$ cat config.mk
export PLATFORM = sky130hd
export DESIGN_NAME = radix_to_digit_string
export DESIGN_NICKNAME = d
export VERILOG_FILES = /design/src/hdl/rtds_pkg.sv /design/src/hdl/rtds_ram.sv /design/src/hdl/radix_to_digit_string.sv
export VERILOG_INCLUDE_DIRS = /design/src /design/src/hdl
export SDC_FILE = /design/constraint.sdc
export NUM_CORES = 1
export LEC_CHECK = 0
export CAP_MARGIN = 25
export CORE_AREA = 4 4 134 136
export DETAILED_ROUTE_END_ITERATION = 10
export DIE_AREA = 0 0 138 140
export DONT_BUFFER_PORTS = 1
export PLACE_DENSITY_LB_ADDON = 0.2
export SETUP_SLACK_MARGIN = 0.4
export SLEW_MARGIN = 20
export SYNTH_ARGS = -nofsm -noshare
export SYNTH_HDL_FRONTEND = slang
export SYNTH_SLANG_ARGS = --single-unit
export TNS_END_PERCENT = 50
$ cat constraint.sdc
create_clock -name aclk -period 6.7 [get_ports aclk]
set_input_delay 0.67 -clock aclk [delete_from_list [all_inputs] [get_ports aclk]]
set_output_delay 0.67 -clock aclk [all_outputs]
set_load 0.05 [all_outputs]
$ cat src/hdl/radix_to_digit_string_assert.svh
// assertion macros shared by the radix to digit string design
`ifndef RADIX_TO_DIGIT_STRING_ASSERT_SVH
`define RADIX_TO_DIGIT_STRING_ASSERT_SVH

`ifndef SYNTHESIS

`define RTDS_ASSERT_IMPLY(label, clk, rstn, ante, cons) \
    label: assert property (@(posedge clk) disable iff (!rstn) (ante) |-> (cons)) \
        else $error("rtds assertion failed");

`define RTDS_ASSERT_NEXT(label, clk, rstn, ante, cons) \
    label: assert property (@(posedge clk) disable iff (!rstn) (ante) |=> (cons)) \
        else $error("rtds assertion failed");

`else

`define RTDS_ASSERT_IMPLY(label, clk, rstn, ante, cons)

`define RTDS_ASSERT_NEXT(label, clk, rstn, ante, cons)

`endif

`endif

$ cat src/hdl/rtds_pkg.sv
// constants, types and helper functions for the radix to digit string converter
`default_nettype none

package rtds_pkg;

    localparam int VALUE_WIDTH = 32;
    localparam int MAX_DIGITS  = 32;
    localparam int DIGIT_W     = 4;
    localparam int RADIX_W     = 5;
    localparam int CHAR_W      = 7;
    localparam int STEPS       = (VALUE_WIDTH + DIGIT_W - 1) / DIGIT_W;
    localparam int SHIFT_W     = STEPS * DIGIT_W;
    localparam int STEP_W      = $clog2(STEPS);
    localparam int COUNT_W     = $clog2(MAX_DIGITS + 1);
    localparam int ADDR_W      = $clog2(MAX_DIGITS);

    localparam logic [RADIX_W-1:0] RADIX_MIN = RADIX_W'(2);
    localparam logic [RADIX_W-1:0] RADIX_MAX = RADIX_W'(16);

    localparam logic [CHAR_W-1:0] CHAR_ZERO  = CHAR_W'(48);
    localparam logic [CHAR_W-1:0] CHAR_ALPHA = CHAR_W'(55);
    localparam logic [DIGIT_W-1:0] DIGIT_TEN = DIGIT_W'(10);

    typedef enum logic [2:0] {
        ST_IDLE,
        ST_DIV,
        ST_RD,
        ST_LD,
        ST_OUT
    } state_t;

    // one restoring division step: returns {quotient bit, new remainder}
    function automatic logic [DIGIT_W:0] div_step(
        input logic [DIGIT_W-1:0] rem,
        input logic               bit_in,
        input logic [RADIX_W-1:0] base
    );
        logic [DIGIT_W:0] partial;
        logic [DIGIT_W:0] diff;
        partial = {rem, bit_in};
        diff    = partial - (DIGIT_W+1)'(base);
        if (partial >= (DIGIT_W+1)'(base)) begin
            return {1'b1, diff[DIGIT_W-1:0]};
        end
        return {1'b0, partial[DIGIT_W-1:0]};
    endfunction

    // digit to ascii glyph
    function automatic logic [CHAR_W-1:0] glyph(input logic [DIGIT_W-1:0] d);
        if (d < DIGIT_TEN) begin
            return CHAR_ZERO + CHAR_W'(d);
        end
        return CHAR_ALPHA + CHAR_W'(d);
    endfunction

endpackage

`default_nettype wire

$ cat src/hdl/rtds_ram.sv
// generic single write port ram with registered read
`default_nettype none

module rtds_ram #(
    parameter int WIDTH = 4,
    parameter int DEPTH = 32
) (
    input  wire logic                     aclk,
    input  wire logic                     we,
    input  wire logic [$clog2(DEPTH)-1:0] waddr,
    input  wire logic [WIDTH-1:0]         wdata,
    input  wire logic [$clog2(DEPTH)-1:0] raddr,
    output logic      [WIDTH-1:0]         rdata
);

    logic [WIDTH-1:0] mem [DEPTH];
    logic [WIDTH-1:0] rdata_reg;

    always_ff @(posedge aclk) begin
        if (we) begin
            mem[waddr] <= wdata;
        end
        rdata_reg <= mem[raddr];
    end

    assign rdata = rdata_reg;

endmodule

`default_nettype wire

$ cat src/hdl/radix_to_digit_string.sv
// radix to digit string converter top level
// conversion: four quotient bits a cycle through a 4-bit remainder
// emission: each digit passes through ram read, load and output handshake
// one item at a time: s_ready is high only while no item is in flight
// synchronous active-low reset clears control state; digit ram is not cleared
`default_nettype none
`include "radix_to_digit_string_assert.svh"

module radix_to_digit_string
    import rtds_pkg::*;
(
    input  wire logic                   aclk,
    input  wire logic                   aresetn,
    input  wire logic                   s_valid,
    output logic                        s_ready,
    input  wire logic [VALUE_WIDTH-1:0] s_value,
    input  wire logic [RADIX_W-1:0]     s_radix,
    output logic                        m_valid,
    input  wire logic                   m_ready,
    output logic      [CHAR_W-1:0]      m_digit_char,
    output logic                        m_last
);

    state_t               state_reg, state_next;
    logic [SHIFT_W-1:0]   quot_reg, quot_next;
    logic [DIGIT_W-1:0]   rem_reg, rem_next;
    logic [RADIX_W-1:0]   base_reg, base_next;
    logic [STEP_W-1:0]    step_reg, step_next;
    logic [COUNT_W-1:0]   count_reg, count_next;
    logic [ADDR_W-1:0]    pos_reg, pos_next;
    logic                 m_valid_reg, m_valid_next;
    logic [CHAR_W-1:0]    char_reg, char_next;
    logic                 last_reg, last_next;

    logic                 ram_we;
    logic [DIGIT_W-1:0]   ram_rdata;
    logic [DIGIT_W-1:0]   div_rem;
    logic [DIGIT_W-1:0]   div_qbits;
    logic [SHIFT_W-1:0]   div_quot;
    logic [RADIX_W-1:0]   radix_clamped;

    // four bit steps of long division on the top chunk
    always_comb begin
        logic [DIGIT_W-1:0] chunk;
        logic [DIGIT_W:0]   res;
        chunk     = quot_reg[SHIFT_W-1 -: DIGIT_W];
        div_rem   = rem_reg;
        div_qbits = '0;
        for (int i = DIGIT_W - 1; i >= 0; i--) begin
            res          = div_step(div_rem, chunk[i], base_reg);
            div_qbits[i] = res[DIGIT_W];
            div_rem      = res[DIGIT_W-1:0];
        end
        div_quot = {quot_reg[SHIFT_W-DIGIT_W-1:0], div_qbits};
    end

    always_comb begin
        if (s_radix < RADIX_MIN) begin
            radix_clamped = RADIX_MIN;
        end else if (s_radix > RADIX_MAX) begin
            radix_clamped = RADIX_MAX;
        end else begin
            radix_clamped = s_radix;
        end
    end

    always_ff @(posedge aclk) begin
        if (!aresetn) begin
            state_reg   <= ST_IDLE;
            count_reg   <= '0;
            m_valid_reg <= 1'b0;
        end else begin
            state_reg   <= state_next;
            count_reg   <= count_next;
            m_valid_reg <= m_valid_next;
        end
    end

    always_ff @(posedge aclk) begin
        quot_reg <= quot_next;
        rem_reg  <= rem_next;
        base_reg <= base_next;
        step_reg <= step_next;
        pos_reg  <= pos_next;
        char_reg <= char_next;
        last_reg <= last_next;
    end

    always_comb begin
        state_next   = state_reg;
        quot_next    = quot_reg;
        rem_next     = rem_reg;
        base_next    = base_reg;
        step_next    = step_reg;
        count_next   = count_reg;
        pos_next     = pos_reg;
        m_valid_next = m_valid_reg;
        char_next    = char_reg;
        last_next    = last_reg;
        ram_we       = 1'b0;
        s_ready      = 1'b0;

        unique case (state_reg)
            ST_IDLE: begin
                s_ready = 1'b1;
                if (s_valid) begin
                    quot_next  = SHIFT_W'(s_value);
                    base_next  = radix_clamped;
                    rem_next   = '0;
                    step_next  = '0;
                    count_next = '0;
                    state_next = ST_DIV;
                end
            end
            ST_DIV: begin
                quot_next = div_quot;
                rem_next  = div_rem;
                step_next = step_reg + STEP_W'(1);
                if (step_reg == STEP_W'(STEPS - 1)) begin
                    ram_we     = 1'b1;
                    count_next = count_reg + COUNT_W'(1);
                    rem_next   = '0;
                    step_next  = '0;
                    if (div_quot == '0 || count_reg == COUNT_W'(MAX_DIGITS - 1)) begin
                        pos_next   = count_reg[ADDR_W-1:0];
                        state_next = ST_RD;
                    end
                end
            end
            ST_RD: begin
                state_next = ST_LD;
            end
            ST_LD: begin
                char_next    = glyph(ram_rdata);
                last_next    = (pos_reg == '0);
                m_valid_next = 1'b1;
                state_next   = ST_OUT;
            end
            ST_OUT: begin
                if (m_ready) begin
                    m_valid_next = 1'b0;
                    if (last_reg) begin
                        state_next = ST_IDLE;
                    end else begin
                        pos_next   = pos_reg - ADDR_W'(1);
                        state_next = ST_RD;
                    end
                end
            end
            default: begin
                state_next = ST_IDLE;
            end
        endcase
    end

    rtds_ram #(
        .WIDTH (DIGIT_W),
        .DEPTH (MAX_DIGITS)
    ) u_digit_ram (
        .aclk  (aclk),
        .we    (ram_we),
        .waddr (count_reg[ADDR_W-1:0]),
        .wdata (div_rem),
        .raddr (pos_reg),
        .rdata (ram_rdata)
    );

    assign m_valid      = m_valid_reg;
    assign m_digit_char = char_reg;
    assign m_last       = last_reg;

    `RTDS_ASSERT_IMPLY(a_count_in_range, aclk, aresetn, state_reg == ST_DIV, count_reg < COUNT_W'(MAX_DIGITS))
    `RTDS_ASSERT_IMPLY(a_base_clamped, aclk, aresetn, state_reg == ST_DIV, base_reg >= RADIX_MIN && base_reg <= RADIX_MAX)
    `RTDS_ASSERT_IMPLY(a_idle_no_output, aclk, aresetn, s_ready, !m_valid)
    `RTDS_ASSERT_NEXT(a_last_ends_item, aclk, aresetn, m_valid && m_ready && m_last, state_reg == ST_IDLE)

endmodule

`default_nettype wire

==> impl_metrics.json <==
{
  "status": "complete, no violations",
  "ys_seq_elements": 199,
  "skew_ns": 0.00880,
  "slew-limit-headroom_pct": 34.1,
  "yosys_most_used_dff": "edfxtp_1",
  "crit_required_ns": 6.84,
  "use_met1_pct": 22.4,
  "fin_tns_setup_ns": 0,
  "setup_viol": 0,
  "antenna_found_initial": 0,
  "criticalPathCategory": "register to register",
  "hold_path_depth": 0,
  "grt.met2_usage_pct": 31.8,
  "async_flop_share_pct": 0,
  "initial_core_util_pct": 53.3,
  "core_area_um2": 16900,
  "worstMarginPinSlew_ns": 0.986,
  "clkLatencyLatePin_ns": 0.43,
  "worstPathArrival_ns": 6.05,
  "clkTransAtPathRegs_ns": 0.07,
  "synth_most_common_cell": "edfxtp_1",
  "busiest_layer": "met2",
  "antenna_cells": 0,
  "crit_fanout": 5,
  "synth_area_um2": 9020,
  "n_fill_cell": 1316,
  "ys_types": 41,
  "nets": 661,
  "h-tree-depth": 4,
  "hold_end": "base_reg[4]",
  "io_pins": 51,
  "grt_pass1_wl_um": 27500,
  "drt-initial-drc-count": 346,
  "wirelength_um": 17000,
  "drc": 0,
  "synth_top_area_share_pct": 61.6,
  "final_area_um2": 9950,
  "hp-start": "s_radix[4]",
  "r2r_end": "pos_reg[0]",
  "synthCells": 577,
  "yosysSeqAreaShare_pct": 64.7,
  "grt.overflow.total": 0,
  "synth_nets": 651,
  "cp-start-kind": "register",
  "clock-sinks": 199,
  "synthTopCellsByArea": "edfxtp_1, mux4_2, mux2_2",
  "dieArea_um2": 19300,
  "hpwl_um": 11700,
  "first_global_vias": 5144,
  "yosysWarnings": 0,
  "hp-class": "input pin to register",
  "syn_avg_cell_area_um2": 15.6,
  "yosys-top-cells-count": "edfxtp_1, nor2_1, mux2_2",
  "vias": 4735,
  "yosys.area.top_type": "edfxtp_1",
  "rr_startpoint": "base_reg[2]",
  "grt_max_degree": 41,
  "dpl-instance-area_um2": 9310,
  "endpoint_kind": "register",
  "finalHoldViolCount": 0,
  "area_growth_pct": 10.2,
  "die_width_um": 138,
  "drive_gt1_share_pct": 23.3,
  "met3_usage_pct": 4.57,
  "drv_cap": 0,
  "cts_buffers": 17,
  "fp-row-count": 48,
  "clk_path_buf_depth": 2,
  "grt_usage_pct": 18.2,
  "die_y_um": 140,
  "largest_reg_flops": 128,
  "cts_tree": "done",
  "rrSetupSlack_ns": 0.79,
  "wl_per_cell_um": 20.6,
  "root_buffer": "clkbuf_16",
  "drt-vias-per-instance": 5.74,
  "timing.fmax_ghz": 0.169,
  "reg2regPathDepth": 25,
  "antenna_left": 0,
  "fin_crit_sh_pct": 88.3,
  "slew_viol_final": 0,
  "synth-edff-count": 185,
  "place.gp.congestion": 0.863,
  "drt_first_pass_iters": 4,
  "rsz0062_at_grt": "no",
  "period_minus_slack_ns": 5.91,
  "io_buffers": 0
}
stage by stage:
step           hold WS [ns]  setup slack (ns)  utilization, %  std cells
3_5_place_dp          0.499             0.303            55.0        790
3_3_place_gp          0.488             0.566            54.9        790
6_report              0.335             0.786            58.7        825
4_1_cts               0.320             0.437            58.5        822
2_1_floorplan         0.471             0.442               -        577
5_1_grt               0.315             0.406            58.7        825
cell type report:
| class | instances | area [µm²] | area share [%] |
|---|---|---|---|
| clock buffer | 19 | 443 | 4.45 |
| clock inverter | 13 | 143 | 1.43 |
| inverter | 25 | 96.3 | 0.969 |
| multi-input combinational | 331 | 3030 | 30.5 |
| sequential | 199 | 5840 | 58.7 |
| tap | 225 | 282 | 2.83 |
| timing repair buffer | 13 | 114 | 1.14 |
kinds of logic (layout without fill, tap and decap cells):
group,Yosys count,in the layout,share of synthesized area (%)
AOI/OAI and AO/OA,62,62,4.17
xor gates and xnor gates,15,15,1.46
adders and majority gates,33,33,4.91
buffers and inverters,47,70,2.25
DFF,199,199,64.7
muxes,82,82,15.2
and+or+nand+nor,139,139,7.32
metal layers:
layer  vias up  share of wire [%]
met5         -                  0
met4         0                1.3
met3        14                5.7
met2       130                 53
met1      2361                 40
li1       2230                  -
cell usage in the layout (no fill, tap or decap), types with 10 or more instances in the layout:
| cell | instances |
|---|---|
| buf_4 | 11 |
| a21oi_1 | 24 |
| edfxtp_1 | 185 |
| ha_1 | 29 |
| mux4_2 | 40 |
| inv_1 | 23 |
| nand2_1 | 25 |
| dfxtp_1 | 14 |
| xnor2_1 | 10 |
| clkbuf_16 | 17 |
| nor2_1 | 61 |
| mux2_2 | 40 |
timing repair:
| action | CTS | global route |
|---|---|---|
| hold buffers | 0 | 0 |
| cloned | 0 | 0 |
| setup buffers | 0 | 3 |
| pin swaps | 0 | 1 |
| resized for setup | 2 | 8 |
| setup endpoints to repair | 22 | 138 |
critical path: stages (launching register included):
cell      delay, ns
edfxtp_1       0.38
inv_2          0.12
ha_1           0.30
a21o_1         0.19
a31oi_2        0.20
o21a_2         0.21
mux2_2         0.36
ha_1           0.33
a21o_1         0.20
a31oi_1        0.18
o21a_1         0.18
o211ai_1       0.14
a21boi_0       0.16
ha_1           0.37
a21o_1         0.13
a31oi_1        0.04
o21ai_1        0.19
mux2_2         0.40
inv_1          0.07
ha_1           0.26
a21o_1         0.19
a31oi_1        0.16
o21a_2         0.21
nand4_1        0.13
o221ai_2       0.25
o21a_2         0.25
how the worst max path moves through the flow:
stage / startpoint / to / slack [ns] / cells after the start
after floorplan: base_reg[1] / u_digit_ram.mem[0][0] / 0.44 / 22
after global placement: base_reg[1] / pos_reg[1] / 0.57 / 24
after detailed placement: base_reg[1] / pos_reg[2] / 0.30 / 24
after CTS: base_reg[2] / pos_reg[0] / 0.44 / 25
after global routing: base_reg[2] / pos_reg[0] / 0.41 / 25
final: base_reg[2] / pos_reg[0] / 0.79 / 25
Power is not shown: default switching activity piles up to over one toggle a cycle in this logic, so the estimate is an artifact.
